### config.mk
export PLATFORM = sky130hd
export DESIGN_NAME = websocket_frame_decoder_top
export DESIGN_NICKNAME = d
export VERILOG_FILES = /design/src/wsfd_pkg.sv /design/src/wsfd_parser.sv /design/src/wsfd_out_stage.sv /design/src/websocket_frame_decoder_top.sv
export SDC_FILE = /design/constraint.sdc
export NUM_CORES = 1
export LEC_CHECK = 0
export BUFFER_PORTS_ARGS = -buffer_cell sky130_fd_sc_hd__buf_2
export CELL_PAD_IN_SITES_DETAIL_PLACEMENT = 1
export CELL_PAD_IN_SITES_GLOBAL_PLACEMENT = 1
export CORE_MARGIN = 10
export CORE_UTILIZATION = 47
export DETAILED_ROUTE_END_ITERATION = 6
export PLACE_DENSITY_LB_ADDON = 0.1
export SYNTH_ARGS = -nofsm -noshare
export SYNTH_HDL_FRONTEND = slang
export SYNTH_SLANG_ARGS = --single-unit
### constraint.sdc
create_clock -name clk_i -period 9.2 [get_ports clk_i]
set_clock_uncertainty 0.05 [all_clocks]
set_input_delay 0.46 -clock clk_i [delete_from_list [all_inputs] [get_ports clk_i]]
set_output_delay 0.46 -clock clk_i [all_outputs]
set_load 0.1 [all_outputs]
### src/wsfd_pkg.sv
package wsfd_pkg;

  // result kinds
  localparam logic [1:0] KIND_BYTE  = 2'd0;
  localparam logic [1:0] KIND_EMPTY = 2'd1;
  localparam logic [1:0] KIND_ERROR = 2'd2;

  // error codes
  localparam logic [1:0] ERR_PROTO   = 2'd0;
  localparam logic [1:0] ERR_PAYLOAD = 2'd1;
  localparam logic [1:0] ERR_BIG     = 2'd2;

  // opcodes
  localparam logic [3:0] OP_CONT   = 4'd0;
  localparam logic [3:0] OP_TEXT   = 4'd1;
  localparam logic [3:0] OP_BINARY = 4'd2;
  localparam logic [3:0] OP_CLOSE  = 4'd8;
  localparam logic [3:0] OP_PONG   = 4'd10;

  // 7-bit length escapes
  localparam logic [6:0] LEN7_EXT16 = 7'd126;
  localparam logic [6:0] LEN7_EXT64 = 7'd127;

  // configuration register indexes
  localparam int unsigned CFG_IDX_W = 2;
  localparam logic [CFG_IDX_W-1:0] CFG_NEED_MASK = 2'd0;
  localparam logic [CFG_IDX_W-1:0] CFG_MAX_LEN   = 2'd1;

  typedef struct packed {
    logic [1:0] kind;
    logic [7:0] data;
    logic [3:0] opcode;
    logic       last;
    logic [1:0] error_code;
  } result_t;

endpackage

### src/wsfd_parser.sv
module wsfd_parser
  import wsfd_pkg::*;
(
  input  logic        clk_i,
  input  logic        rst_ni,
  input  logic        accept_i,
  input  logic [7:0]  data_byte_i,
  input  logic        need_mask_i,
  input  logic [31:0] max_frame_len_i,
  output logic        res_valid_o,
  output result_t     res_o
);

  typedef enum logic [5:0] {
    PH_HDR1  = 6'b000001,
    PH_HDR2  = 6'b000010,
    PH_EXT16 = 6'b000100,
    PH_EXT64 = 6'b001000,
    PH_KEY   = 6'b010000,
    PH_PAY   = 6'b100000
  } phase_e;

  phase_e      phase_q, phase_d;
  logic        fin_q, fin_d;
  logic [3:0]  op_q, op_d;
  logic        masked_q, masked_d;
  logic [63:0] len_q, len_d;
  logic [3:0]  ext_q, ext_d;
  logic [31:0] key_q, key_d;
  logic [1:0]  kidx_q, kidx_d;
  logic        open_q, open_d;
  logic        halted_q, halted_d;

  // length-complete path shared by the second header byte and the extended length
  logic [63:0] ld_len;
  logic        ld_masked;
  logic [3:0]  ld_hdr;
  logic        too_big;
  logic [63:0] len_shift;
  logic [6:0]  len7;
  logic        fin_b;
  logic [3:0]  op_b;
  logic [7:0]  key_byte;
  logic [63:0] len_dec;

  assign len7      = data_byte_i[6:0];
  assign fin_b     = data_byte_i[7];
  assign op_b      = data_byte_i[3:0];
  assign len_shift = {len_q[55:0], data_byte_i};
  assign len_dec   = len_q - 64'd1;

  always_comb begin
    ld_len    = (phase_q == PH_HDR2) ? {57'd0, len7} : len_shift;
    ld_masked = (phase_q == PH_HDR2) ? data_byte_i[7] : masked_q;
    ld_hdr    = 4'd2 + ((phase_q == PH_EXT16) ? 4'd2 : (phase_q == PH_EXT64) ? 4'd8 : 4'd0)
                + (ld_masked ? 4'd4 : 4'd0);
    too_big   = ({1'b0, ld_len} + {61'd0, ld_hdr}) > {33'd0, max_frame_len_i};
  end

  always_comb begin
    unique case (kidx_q)
      2'd0:    key_byte = key_q[31:24];
      2'd1:    key_byte = key_q[23:16];
      2'd2:    key_byte = key_q[15:8];
      default: key_byte = key_q[7:0];
    endcase
  end

  always_comb begin
    phase_d     = phase_q;
    fin_d       = fin_q;
    op_d        = op_q;
    masked_d    = masked_q;
    len_d       = len_q;
    ext_d       = ext_q;
    key_d       = key_q;
    kidx_d      = kidx_q;
    open_d      = open_q;
    halted_d    = halted_q;
    res_valid_o = 1'b0;
    res_o       = '0;

    if (!halted_q) begin
      unique case (phase_q)
        PH_HDR1: begin
          res_o.kind = KIND_ERROR;
          priority if (data_byte_i[6:4] != 3'd0) begin
            res_valid_o      = 1'b1;
            res_o.error_code = ERR_PROTO;
          end else if ((op_b > OP_BINARY && op_b < OP_CLOSE) || op_b > OP_PONG) begin
            res_valid_o      = 1'b1;
            res_o.error_code = ERR_PROTO;
          end else if (op_b == OP_TEXT) begin
            res_valid_o      = 1'b1;
            res_o.error_code = ERR_PAYLOAD;
          end else if (!fin_b && op_b != OP_CONT && op_b != OP_BINARY) begin
            res_valid_o      = 1'b1;
            res_o.error_code = ERR_PAYLOAD;
          end else if (op_b == OP_BINARY && open_q) begin
            res_valid_o      = 1'b1;
            res_o.error_code = ERR_PROTO;
          end else begin
            if (op_b == OP_CONT || op_b == OP_BINARY) begin
              open_d = !fin_b;
            end
            fin_d   = fin_b;
            op_d    = op_b;
            phase_d = PH_HDR2;
          end
          halted_d = res_valid_o;
        end
        PH_HDR2: begin
          masked_d = data_byte_i[7];
          key_d    = '0;
          if (data_byte_i[7] != need_mask_i) begin
            res_valid_o      = 1'b1;
            res_o.kind       = KIND_ERROR;
            res_o.error_code = ERR_PAYLOAD;
            halted_d         = 1'b1;
          end else if (len7 == LEN7_EXT16) begin
            len_d   = '0;
            ext_d   = 4'd2;
            phase_d = PH_EXT16;
          end else if (len7 == LEN7_EXT64) begin
            len_d   = '0;
            ext_d   = 4'd8;
            phase_d = PH_EXT64;
          end else begin
            len_d = ld_len;
            if (too_big) begin
              res_valid_o      = 1'b1;
              res_o.kind       = KIND_ERROR;
              res_o.error_code = ERR_BIG;
              halted_d         = 1'b1;
            end else if (ld_masked) begin
              kidx_d  = 2'd0;
              phase_d = PH_KEY;
            end else begin
              kidx_d = 2'd0;
              if (ld_len == 64'd0) begin
                phase_d      = PH_HDR1;
                res_valid_o  = 1'b1;
                res_o.kind   = KIND_EMPTY;
                res_o.opcode = op_q;
                res_o.last   = fin_q;
              end else begin
                phase_d = PH_PAY;
              end
            end
          end
        end
        PH_EXT16, PH_EXT64: begin
          len_d = len_shift;
          ext_d = ext_q - 4'd1;
          if (ext_d == 4'd0) begin
            if (too_big) begin
              res_valid_o      = 1'b1;
              res_o.kind       = KIND_ERROR;
              res_o.error_code = ERR_BIG;
              halted_d         = 1'b1;
            end else if (ld_masked) begin
              kidx_d  = 2'd0;
              phase_d = PH_KEY;
            end else begin
              kidx_d = 2'd0;
              if (ld_len == 64'd0) begin
                phase_d      = PH_HDR1;
                res_valid_o  = 1'b1;
                res_o.kind   = KIND_EMPTY;
                res_o.opcode = op_q;
                res_o.last   = fin_q;
              end else begin
                phase_d = PH_PAY;
              end
            end
          end
        end
        PH_KEY: begin
          key_d  = {key_q[23:0], data_byte_i};
          kidx_d = kidx_q + 2'd1;
          if (kidx_d == 2'd0) begin
            if (len_q == 64'd0) begin
              phase_d      = PH_HDR1;
              res_valid_o  = 1'b1;
              res_o.kind   = KIND_EMPTY;
              res_o.opcode = op_q;
              res_o.last   = fin_q;
            end else begin
              phase_d = PH_PAY;
            end
          end
        end
        PH_PAY: begin
          kidx_d       = kidx_q + 2'd1;
          len_d        = len_dec;
          res_valid_o  = 1'b1;
          res_o.kind   = KIND_BYTE;
          res_o.data   = data_byte_i ^ key_byte;
          res_o.opcode = op_q;
          res_o.last   = (len_dec == 64'd0) && fin_q;
          if (len_dec == 64'd0) begin
            phase_d = PH_HDR1;
          end
        end
        default: begin
          phase_d = PH_HDR1;
        end
      endcase
    end
  end

  always_ff @(posedge clk_i or negedge rst_ni) begin
    if (!rst_ni) begin
      phase_q  <= PH_HDR1;
      fin_q    <= 1'b0;
      op_q     <= '0;
      masked_q <= 1'b0;
      len_q    <= '0;
      ext_q    <= '0;
      key_q    <= '0;
      kidx_q   <= '0;
      open_q   <= 1'b0;
      halted_q <= 1'b0;
    end else if (accept_i) begin
      phase_q  <= phase_d;
      fin_q    <= fin_d;
      op_q     <= op_d;
      masked_q <= masked_d;
      len_q    <= len_d;
      ext_q    <= ext_d;
      key_q    <= key_d;
      kidx_q   <= kidx_d;
      open_q   <= open_d;
      halted_q <= halted_d;
    end
  end

endmodule

### src/wsfd_out_stage.sv
module wsfd_out_stage
  import wsfd_pkg::*;
(
  input  logic    clk_i,
  input  logic    rst_ni,
  input  logic    in_valid_i,
  output logic    in_ready_o,
  input  logic    res_valid_i,
  input  result_t res_i,
  output logic    out_valid_o,
  input  logic    out_ready_i,
  output result_t out_o
);

  logic    valid_q, valid_d;
  result_t res_q;
  logic    load;

  assign in_ready_o  = !valid_q || out_ready_i;
  assign load        = in_valid_i && in_ready_o;
  assign out_valid_o = valid_q;
  assign out_o       = res_q;

  always_comb begin
    valid_d = valid_q && !out_ready_i;
    if (load) begin
      valid_d = res_valid_i;
    end
  end

  always_ff @(posedge clk_i or negedge rst_ni) begin
    if (!rst_ni) begin
      valid_q <= 1'b0;
    end else begin
      valid_q <= valid_d;
    end
  end

  always_ff @(posedge clk_i) begin
    if (load && res_valid_i) begin
      res_q <= res_i;
    end
  end

endmodule

### src/websocket_frame_decoder_top.sv
// websocket receive frame decoder: takes the connection stream one byte per request and
// parses frame headers (fin, rsv, opcode, mask bit, 7/16/64-bit length, 4-byte masking
// key), then hands out each payload byte unmasked, tagged with the frame opcode and a last
// flag on the final byte of a fin frame. a zero-length frame gives one empty result.
// protocol, payload and size errors give one error result, after which every byte is
// swallowed until reset. a byte is taken when the result register is free or its result
// is taken in that cycle; each byte goes through combinational header/xor logic into the
// result register, so the sustained rate is one byte per cycle while results are taken,
// and a result appears in the cycle after its byte. the user writes configuration
// (need_mask, max_frame_len) only while the block is idle; the block does not enforce this.
module websocket_frame_decoder_top
  import wsfd_pkg::*;
(
  input  logic                 clk_i,
  input  logic                 rst_ni,
  // configuration write port
  input  logic                 cfg_we_i,
  input  logic [CFG_IDX_W-1:0] cfg_idx_i,
  input  logic [31:0]          cfg_data_i,
  // byte stream in
  input  logic                 in_valid_i,
  output logic                 in_ready_o,
  input  logic [7:0]           data_byte_i,
  // results out
  output logic                 out_valid_o,
  input  logic                 out_ready_i,
  output logic [1:0]           kind_o,
  output logic [7:0]           data_o,
  output logic [3:0]           opcode_o,
  output logic                 last_o,
  output logic [1:0]           error_code_o
);

  // configuration registers, writes to unknown indexes are dropped
  logic        need_mask_q;
  logic [31:0] max_frame_len_q;

  always_ff @(posedge clk_i or negedge rst_ni) begin
    if (!rst_ni) begin
      need_mask_q     <= 1'b1;
      max_frame_len_q <= 32'd1048576;
    end else if (cfg_we_i) begin
      if (cfg_idx_i == CFG_NEED_MASK) begin
        need_mask_q <= cfg_data_i[0];
      end
      if (cfg_idx_i == CFG_MAX_LEN) begin
        max_frame_len_q <= cfg_data_i;
      end
    end
  end

  logic    accept;
  logic    res_valid;
  result_t res;
  result_t out_res;

  // a byte is taken whenever the result register is free or being drained
  assign accept = in_valid_i && in_ready_o;

  // header state machine, size check and payload unmasking
  wsfd_parser u_parser (
    .clk_i           (clk_i),
    .rst_ni          (rst_ni),
    .accept_i        (accept),
    .data_byte_i     (data_byte_i),
    .need_mask_i     (need_mask_q),
    .max_frame_len_i (max_frame_len_q),
    .res_valid_o     (res_valid),
    .res_o           (res)
  );

  // result register and handshake
  wsfd_out_stage u_out (
    .clk_i       (clk_i),
    .rst_ni      (rst_ni),
    .in_valid_i  (in_valid_i),
    .in_ready_o  (in_ready_o),
    .res_valid_i (res_valid),
    .res_i       (res),
    .out_valid_o (out_valid_o),
    .out_ready_i (out_ready_i),
    .out_o       (out_res)
  );

  assign kind_o       = out_res.kind;
  assign data_o       = out_res.data;
  assign opcode_o     = out_res.opcode;
  assign last_o       = out_res.last;
  assign error_code_o = out_res.error_code;

endmodule
==> impl_metrics.ini, run 1 <==
[route]
wire_per_inst_um = 23.38
drc = 1
drtAntennaViolNets = 0
vias_per_cell = 6.605
first_pass_iters = 7
drtIter0Drc = 1102
via_count = 11751
routed_wl_um = 41600

[critical_path]
crit_slowest_cell = nor4_2
critPathLaunchType = flop
crit_top_cell = nand3_1
crit_path_cell_trace = nor4_2 -> nand2_1 -> mux2i_1 -> xor2_1 -> inv_1 -> fa_1 -> nor2b_1 -> o21a_1 -> nand3_1 -> nor4b_1 -> nand3_1 -> xor2_1 -> ha_1 -> and4_1 -> nand3_1 -> or3_1 -> nor3_1 -> a31oi_1 -> o21ai_0 -> and4_1 -> o2111ai_1 -> buf_4 -> o31ai_1 -> inv_1
crit_path_end_kind = flop
cpPeakStageDelay_ns = 0.77
cp_max_fo = 17
arrival_ns = 7.68
critPathKind = reg -> reg
cp_data_required_time_ns = 9.27

[final_layout]
fin_area_um2 = 13050
fin_cells = 1779
n_fill_cell = 3016
diodes = 0
nets = 1527
drive_gt1_share_pct = 12.70
area_growth_pct = 8.599

[placement]
gp_congestion = 0.8895
hpwl_um = 29470
dp_cells = 1747
pre_cts_ws_ns = 1.687
place_area_um2 = 12420
numPortBuffers = 65

[timing]
fin_ws_ns = 1.586
rsz0062_at_grt = false
setup_tns_ns = 0
max_freq_mhz = 131.3
period_share_pct = 82.76
fin_crit_ns = 7.614
worst_pin_slew_ns = 1.260
setup_viol = 0
hold_violations = 0
slew-limit-headroom_pct = 15.26
holdWs_ns = 0.01921
maxSlewViolCount = 0

[die]
die_y_um = 179.9
die_w_um = 179.9
rows = 58
die_area_um2 = 32370
io_pins = 66
core-area_um2 = 25180
start_util_pct = 47.73

[synth]
synth_top_area_share_pct = 30.61
yosys_warnings = 0
synth_nets = 1551
yosysSeqAreaShare_pct = 35.51
syn_area_per_cell_um2 = 8.232
synth_top_area_cell = dfrtp_1
synthArstFlopShare_pct = 89.82
yosysMostFrequentCell = o21ai_0
yosys_register_bits = 167
synth_edf_count = 17
ys_types = 70
synthTopCellsByCount = o21ai_0 (155), dfrtp_1 (147), nor2_1 (132)
ys_top_cells_by_area = dfrtp_1 (31%), o21ai_0 (6.5%), ha_1 (4.5%)
syn_inst = 1460
synth_area_um2 = 12020
synth_ff_type = dfrtp_1

[power_and_ir_drop]
combPwrFrac_pct = 43.4
p_sw_share_pct = 49.93
peakVddDrop_mv = 0.1498
clkPwrFrac_pct = 21.4
p_leak_nw = 5.268
p_int_mw = 1.840
p_seq_share_pct = 35.2
power_density_nw_per_um2 = 281.6
switchingPower_mw = 1.835

[grt]
grt_pass1_wl_um = 67790
gr-usage-all-layers_pct = 25.17
grt_pass1_vias = 11774
grt_max_degree = 100
overflow = 0
grt_antenna_before_repair = 1

[clock_tree]
post_cts_buffers = 0
cts-buffers-inserted = 17
cts_root_buf = clkbuf_16
cts_tree = yes
cts_htree_levels = 4
clk_latency_ns = 0.46
clk_pin_slew_ns = 0.09
cts_sinks = 167
cts_hold_buf = 0
ctsResizeCount = 0
clk_path_buf_depth = 2

[outcome]
violations = DRC
status = finished with violations

[hold_path]
hp-class = in -> async

[run]
drv_cap = 0
path summary, 6_finish.rpt:
kind | start | end | slack [ns] | depth (start not counted)
min reg2reg | u_parser.op_q[2]$_DFFE_PN0P_ | u_parser.op_q[2]$_DFFE_PN0P_ | 0.45 | 1
max in group asynchronous | rst_ni | u_parser.len_q[37]$_DFFE_PN0P_ | 7.78 | 2
max | u_parser.phase_q[4]$_DFFE_PN0P_ | u_out.out_o[8]$_SDFFCE_PP0P_ | 1.59 | 24
min in group clk_i | cfg_data_i[26] | max_frame_len_q[26]$_DFFE_PN0P_ | 0.18 | 2
min | rst_ni | u_parser.key_q[21]$_DFFE_PN0P_ | 0.02 | 1
max reg2reg | u_parser.phase_q[4]$_DFFE_PN0P_ | u_out.out_o[8]$_SDFFCE_PP0P_ | 1.59 | 24
stage by stage:
step	util (%)	total power, mW
finish	51.83	3.676
global route	51.83	3.921
CTS	51.83	3.659
detailed placement	49.31	2.861
global placement	49.31	2.809
floorplan	-	2.365
cell families (layout without fill, tap and decap cells):
group | Yosys count | in the layout | share of synthesized area (%)
fa+ha+maj | 44 | 44 | 4.643
compound gates | 410 | 410 | 21.35
mux | 45 | 45 | 4.185
simple gates | 545 | 545 | 23.74
flops | 167 | 167 | 35.51
xor+xnor | 62 | 62 | 4.518
buf+inv | 187 | 176 | 6.059
sequential cells by signal (all words and copies together), names as in the netlist, 2 cells and up:
register,count
u_out.out_o,17
u_parser.key_q,32
u_parser.ext_q,4
max_frame_len_q,32
u_parser.kidx_q,2
u_parser.len_q,64
u_parser.op_q,4
u_parser.phase_q,6
routing by layer:
| metal | wire (um) | vias up | track usage [%] |
|---|---|---|---|
| met4 | 669 | 2 | 6.186 |
| met3 | 2524 | 64 | 3.775 |
| met2 | 19870 | 444 | 40.88 |
| met1 | 18520 | 5922 | 34.37 |
| li1 | - | 5319 | - |
| met5 | 13 | - | 0 |
layout make-up:
type                       instances  area (um2)  share of cell area [%]
tap                              330       412.9                   3.163
multi-input combinational       1106        7046                   53.98
sequential                       167        4268                   32.70
clock inverter                    15       209.0                   1.601
inverter                          62       232.7                   1.783
timing repair buffer              82       459.2                   3.518
clock buffer                      17       425.4                   3.259
placed cells by master, fill, tap and decap left out, drive strengths merged, types with 11 or more instances in the layout:
cell type,instances
a211oi,11
a21oi,92
a22o,33
a22oi,27
and3,17
and4,11
buf,82
clkbuf,17
dfrtp,147
edfxtp,17
ha,43
inv,71
mux2,39
nand2,91
nand3,48
nand4,38
nor2,132
nor3,65
nor4,43
o21ai,157
o31ai,12
or2,12
or3,21
or4,15
xnor2,35
xor2,27
power groups by stage:
stage               clock network, mW  registers [mW]  logic (mW)
floorplan                           0            1.12        1.24
global placement                    0            1.29        1.52
detailed placement                  0            1.29        1.57
CTS                             0.795            1.28        1.58
global route                    0.823            1.32        1.78
finish                          0.785            1.30        1.60
worst max-delay path, delay by kind of cell, from the launching register on:
kind / cells / cell delay [ns]
DFF: 1 / 0.47
xor gates and xnor gates: 2 / 0.44
AOI/OAI and AO/OA: 5 / 1.10
buffers and inverters: 3 / 0.65
adders and majority gates: 2 / 0.76
muxes: 1 / 0.37
and+or+nand+nor: 11 / 3.42
(Power assumes the default switching activity.)
==> run 2, diff against run 1 <==
--- a/config.mk
+++ b/config.mk
@@ -5,11 +5,12 @@
 export SDC_FILE = /design/constraint.sdc
 export NUM_CORES = 1
 export LEC_CHECK = 0
+export ABC_AREA = 1
 export BUFFER_PORTS_ARGS = -buffer_cell sky130_fd_sc_hd__buf_2
 export CELL_PAD_IN_SITES_DETAIL_PLACEMENT = 1
 export CELL_PAD_IN_SITES_GLOBAL_PLACEMENT = 1
 export CORE_MARGIN = 10
-export CORE_UTILIZATION = 47
+export CORE_UTILIZATION = 45
 export DETAILED_ROUTE_END_ITERATION = 6
 export PLACE_DENSITY_LB_ADDON = 0.1
 export SYNTH_ARGS = -nofsm -noshare
==> constraint.sdc (replaced) <==
create_clock -name clk_i -period 7.1 [get_ports clk_i]
set_clock_uncertainty 0.05 [all_clocks]
set_input_delay 0.355 -clock clk_i [delete_from_list [all_inputs] [get_ports clk_i]]
set_output_delay 0.355 -clock clk_i [all_outputs]
set_load 0.1 [all_outputs]
==> run 2 against run 1 <==
The flow now finishes without violations. First-iteration DRC count rose by 8.0%. Die area rose by 17%. Area after synthesis rose by 14%. Synthesized cell count rose by 43%. Combinational power fell by 80%. Routed wire length rose by 31%. Hold slack improved by 0.0054 ns. Worst setup slack got worse by 0.40 ns. Cell count rose by 41%. Power fell by 38%.
==> impl_metrics.ini, run 2 <==
[die]
die_y_um = 194.6
die_area_um2 = 37870
io_pins = 66
core-area_um2 = 29870
die_w_um = 194.6
rows = 63
start_util_pct = 45.91

[timing]
fin_ws_ns = 1.190
setup_tns_ns = 0
worst_pin_slew_ns = 1.150
period_share_pct = 83.24
maxSlewViolCount = 0
slew-limit-headroom_pct = 23.13
setup_viol = 0
hold_violations = 0
rsz0062_at_grt = false
max_freq_mhz = 169.2
holdWs_ns = 0.02459
fin_crit_ns = 5.910

[route]
vias_per_cell = 5.744
wire_per_inst_um = 21.58
via_count = 14452
drtIter0Drc = 1190
drtAntennaViolNets = 0
routed_wl_um = 54300
drc = 0
first_pass_iters = 5

[critical_path]
arrival_ns = 5.95
worst-path-buf-inv = 6
critPathLaunchType = flop
crit_top_cell = nand2_1
cp_max_fo = 17
cp_data_required_time_ns = 7.14
crit_slowest_cell = inv_1
crit_path_end_kind = flop
critPathKind = reg -> reg
cpPeakStageDelay_ns = 0.53
cpLargestDelayFamily = simple AND/OR/NAND/NOR gates

[placement]
pre_cts_ws_ns = 1.204
gp_congestion = 0.9220
hpwl_um = 42670
numPortBuffers = 65

[synth]
yosysMostFrequentCell = nand2_1
synth_ff_type = dfrtp_1
synth_area_um2 = 13720
synth_top_area_cell = dfrtp_1
synthArstFlopShare_pct = 89.82
syn_inst = 2093
synth_top_area_share_pct = 26.82
synth_edf_count = 17
syn_area_per_cell_um2 = 6.554
synthTopCellsByCount = nand2_1 (442), nor2_1 (351), inv_1 (306)
yosys_warnings = 0
yosysSeqAreaShare_pct = 31.11
synth_nets = 2184
ys_top_cells_by_area = dfrtp_1 (27%), nand2_1 (12%), nor2_1 (9.6%)
ys_types = 52
yosys_register_bits = 167

[grt]
overflow = 0
grt_max_degree = 93
grt_pass1_wl_um = 84930
grt_antenna_before_repair = 0
gr-usage-all-layers_pct = 28.22
grt_pass1_vias = 14982

[final_layout]
final_common_cell = nand2_1
drive_gt1_share_pct = 9.407
area_growth_pct = 8.191
largest_reg_flops = 64
n_fill_cell = 4036
final_cell_mix = nand2_1 (442), nor2_1 (349), inv_1 (305)
reg.largest.list = u_parser.len_q: 64 flops, max_frame_len_q: 32 flops, u_parser.key_q: 32 flops
diodes = 0
nets = 2204
fin_util_pct = 49.68
top_register = u_parser.len_q

[clock_tree]
cts-buffers-inserted = 17
cts_root_buf = clkbuf_16
clk_latency_ns = 0.46
post_cts_buffers = 0
cts_sinks = 167
cts_htree_levels = 4
cts_tree = yes
clk_path_buf_depth = 2
clk_pin_slew_ns = 0.07

[power_and_ir_drop]
peakVddDrop_mv = 0.1704
power_density_nw_per_um2 = 153.4
p_leak_nw = 6.972

[outcome]
status = finished, final reports clean

[run]
drv_cap = 0

[hold_path]
hp-class = in -> reg
-- run 2: cell count changes in the layout (fill, tap and decap cells not counted), moves of 24 or more --
cell     previous run  this run
a21oi_1            92       131
a22o_1             33         0
inv_1              62       305
mux2_2             38         1
nand2_1            91       442
nand3_1            48       124
nor2_1            131       349
nor2_2              1        36
nor3_1             65        31
nor4_1             39        15
o21ai_0           154        62
o22ai_1             7        33
xnor2_1            35        11
xor2_1             27        73
-- run 2: where the power goes --
part / internal (mW) / switching [mW]
combinational: 0.107 / 0.216
clock: 0.480 / 0.423
sequential: 1.01 / 0.0395
-- run 2: final cells by class --
class	instances	area [um2]	area share [%]
multi-input cells	1533	7918	53.35
clock inverters	8	63.81	0.4300
repair buffers	79	439.2	2.959
inverters	315	1182	7.967
clock buffers	24	481.7	3.246
well taps	390	488.0	3.288
flip-flops and latches	167	4268	28.76
-- run 2: per-stage QoR --
stage / instances / total power, mW / area [um2]
after floorplan: 2093 / 1.259 / 13720
after global placement: 2483 / 1.368 / 14290
after detailed placement: 2483 / 1.383 / 14290
after CTS: 2516 / 2.282 / 14840
after global routing: 2516 / 2.368 / 14840
final: 2516 / 2.277 / 14840
-- run 2: logic make-up after synthesis --
logic type               Yosys count  share of synthesized area, %
XOR/XNOR                          84                         5.363
flip-flops                       167                         31.11
buffers and inverters            393                         11.27
AO/OA/AOI/OAI                    297                         12.49
AND/OR/NAND/NOR                 1107                         35.61
multiplexers                       1                       0.08209
adder cells (fa/ha/maj)           44                         4.068
-- run 2: worst reg2reg max path, delay by kind of cell, from the launching register on --
kind,cells,cell delay [ns]
simple gates,28,3.26
buf+inv,6,0.93
flops,1,0.44
fa+ha+maj,2,0.71
xor+xnor,1,0.15
-- run 2: final timing paths --
check | startpoint | endpoint | slack [ns] | cells after the start
max | u_parser.phase_q[4]$_DFFE_PN0P_ | u_out.out_o[11]$_SDFFCE_PP0P_ | 1.19 | 37
min | cfg_we_i | need_mask_q$_DFFE_PN1P_ | 0.02 | 2
max reg2reg | u_parser.phase_q[4]$_DFFE_PN0P_ | u_out.out_o[11]$_SDFFCE_PP0P_ | 1.19 | 37
min reg2reg | u_parser.op_q[3]$_DFFE_PN0P_ | u_parser.op_q[3]$_DFFE_PN0P_ | 0.45 | 2
max in group asynchronous | rst_ni | u_parser.len_q[50]$_DFFE_PN0P_ | 5.03 | 3
min in group asynchronous | rst_ni | max_frame_len_q[14]$_DFFE_PN0P_ | 0.50 | 2
-- run 2: per-layer routing --
layer	GRT usage [%]	up-vias	share of wire, %
li1	-	6793	-
met1	37.99	7115	45
met2	44.94	464	46
met3	4.750	80	6.8
met4	9.313	0	2.6
met5	0	-	0
-- run 2: what timing repair did --
action | CTS | global route
gates resized for setup | 0 | 0
hold buffers | 1 | 0
hold endpoints to repair | 79 | 0
==> run 3, diff against run 2 <==
--- a/config.mk
+++ b/config.mk
@@ -5,12 +5,12 @@
 export SDC_FILE = /design/constraint.sdc
 export NUM_CORES = 1
 export LEC_CHECK = 0
-export ABC_AREA = 1
+export ABC_AREA = 0
 export BUFFER_PORTS_ARGS = -buffer_cell sky130_fd_sc_hd__buf_2
 export CELL_PAD_IN_SITES_DETAIL_PLACEMENT = 1
 export CELL_PAD_IN_SITES_GLOBAL_PLACEMENT = 1
 export CORE_MARGIN = 10
-export CORE_UTILIZATION = 45
+export CORE_UTILIZATION = 47
 export DETAILED_ROUTE_END_ITERATION = 6
 export PLACE_DENSITY_LB_ADDON = 0.1
 export SYNTH_ARGS = -nofsm -noshare
==> constraint.sdc (replaced) <==
create_clock -name clk_i -period 6.1 [get_ports clk_i]
set_clock_uncertainty 0.05 [all_clocks]
set_input_delay 0.305 -clock clk_i [delete_from_list [all_inputs] [get_ports clk_i]]
set_output_delay 0.305 -clock clk_i [all_outputs]
set_load 0.1 [all_outputs]
==> run 3 against run 2 <==
Clock-buffer cell count fell by 7. Utilization rose by 4.0 points. Cell area fell by 8.9%. Critical path depth fell by 11. Critical path type unchanged.
==> impl_metrics.ini, run 3 (synthesis results as in run 1) <==
[timing]
worst_pin_slew_ns = 1.223
fin_ws_ns = 0.1620
hold_violations = 0
setup_tns_ns = 0
max_freq_mhz = 168.4
setup_viol = 0
maxSlewViolCount = 0
slew-limit-headroom_pct = 17.73
fin_crit_ns = 5.938
period_share_pct = 97.34

[placement]
gp_congestion = 0.9253
pre_cts_ws_ns = -0.1426
place_area_um2 = 12670
numPortBuffers = 65
hpwl_um = 29950

[outcome]
status = finished, final reports clean

[power_and_ir_drop]
clkPwrFrac_pct = 20.2
p_seq_share_pct = 32.6
switchingPower_mw = 2.849
power.total_mw = 5.741
p_leak_nw = 5.513
p_sw_share_pct = 49.63
p_int_mw = 2.891
peakVddDrop_mv = 0.2418
combPwrFrac_pct = 47.1
power_density_nw_per_um2 = 424.5

[hold_path]
min_from = cfg_data_i[22]
whs_endpoint = max_frame_len_q[22]$_DFFE_PN0P_
min_path_cells = 2
hp-class = in -> reg

[grt]
grt_pass1_vias = 12164
grt_antenna_before_repair = 1
gr-usage-all-layers_pct = 25.76
overflow = 0
grt_pass1_wl_um = 68990
grt_max_degree = 95

[critical_path]
arrival_ns = 6.09
critPathKind = reg -> reg
cpPeakStageDelay_ns = 0.51
cpLargestDelayFamily = simple AND/OR/NAND/NOR gates
reg2regPathDepth = 26
r2r-end = u_out.out_o[7]$_SDFFCE_PP0P_
rr_startpoint = u_parser.phase_q[2]$_DFFE_PN0P_
crit_slowest_cell = dfrtp_1
cp_data_required_time_ns = 6.26
crit_path_end_kind = flop
cp_max_fo = 7
regToRegSetupSlack_ns = 0.16
critPathLaunchType = flop
worst-path-buf-inv = 5

[final_layout]
final_common_cell = o21ai_0
n_fill_cell = 3021
final_cell_mix = o21ai_0 (153), dfrtp_1 (145), nor2_1 (131)
largest_reg_flops = 64
regArea_um2 = 4270
drive_gt1_share_pct = 16.34
fin_util_pct = 53.71
multi_input_area_um2 = 7164
top_register = u_parser.len_q
fin_area_um2 = 13520
reg.largest.list = u_parser.len_q: 64 flops, max_frame_len_q: 32 flops, u_parser.key_q: 32 flops
area_growth_pct = 12.52
nets = 1571

[die]
rows = 58
die_w_um = 179.9
start_util_pct = 47.73
core-area_um2 = 25180
io_pins = 66
die_area_um2 = 32370
die_y_um = 179.9

[clock_tree]
cts_tree = yes
cts-buffers-inserted = 17
cts_htree_levels = 4
clk_path_buf_depth = 2
cts_root_buf = clkbuf_16
clk_latency_ns = 0.45
clk_pin_slew_ns = 0.08
cts_sinks = 167

[route]
drtIter0Drc = 1232
drc = 0
wire_per_inst_um = 23.77
vias_per_cell = 6.590
drtAntennaViolNets = 0
routed_wl_um = 43370
via_count = 12021
first_pass_iters = 5

[run]
drv_cap = 0
-- run 3: power groups by stage --
stage | combinational, mW | sequential (mW) | clock [mW]
global placement | 2.48 | 1.86 | 0
finish | 2.71 | 1.87 | 1.16
CTS | 2.61 | 1.85 | 1.17
detailed placement | 2.55 | 1.87 | 0
global route | 2.98 | 1.91 | 1.21
floorplan | 1.89 | 1.69 | 0
-- run 3: cell type report --
cell class	instances	share of cell area, %
Multi-Input combinational cell	1106	52.97
Sequential cell	167	31.58
Timing Repair Buffer	124	5.958
Clock buffer	17	3.146
Tap cell	330	3.053
Inverter	62	1.758
Clock inverter	15	1.434
Timing Repair inverter	2	0.08326
Antenna cell	1	0.01850
-- run 3: per-stage QoR --
stage / hold slack (ns) / std cells
floorplan: -0.04059 / 1460
CTS: 0.02468 / 1812
detailed placement: 0.4253 / 1776
global route: 0.03081 / 1824
finish: 0.03247 / 1824
global placement: 0.4165 / 1776
-- run 3: how the worst max path moves through the flow --
| stage | startpoint | depth (start not counted) | slack, ns | endpoint |
|---|---|---|---|---|
| floorplan | u_parser.phase_q[3]$_DFFE_PN0P_ | 26 | 0.01 | u_out.out_o[0]$_SDFFCE_PP0P_ |
| global placement | u_parser.phase_q[3]$_DFFE_PN0P_ | 23 | 0.18 | u_out.out_o[11]$_SDFFCE_PP0P_ |
| detailed placement | u_parser.phase_q[3]$_DFFE_PN0P_ | 24 | -0.14 | u_out.out_o[5]$_SDFFCE_PP0P_ |
| CTS | u_parser.phase_q[4]$_DFFE_PN0P_ | 24 | 0.04 | u_out.out_o[5]$_SDFFCE_PP0P_ |
| global route | u_parser.phase_q[3]$_DFFE_PN0P_ | 24 | -0.07 | u_out.out_o[4]$_SDFFCE_PP0P_ |
| finish | u_parser.phase_q[2]$_DFFE_PN0P_ | 26 | 0.16 | u_out.out_o[7]$_SDFFCE_PP0P_ |
-- run 3: repair_timing --
item                                    CTS  global route
hold endpoints to repair                 83             0
gates resized for setup                   7            16
gates cloned                              0             2
hold buffers                              1             0
endpoints found under the setup margin   32            32
buffers inserted                          3             9
pin swaps                                 3            14
-- run 3: layer usage --
layer | global-route usage [%] | vias to the layer above | wire length [um]
met1 | 34.36 | 6106 | 18940
met3 | 4.157 | 81 | 2627
met5 | 0 | - | 0
met4 | 7.311 | 0 | 946
li1 | - | 5418 | -
met2 | 42.16 | 416 | 20850
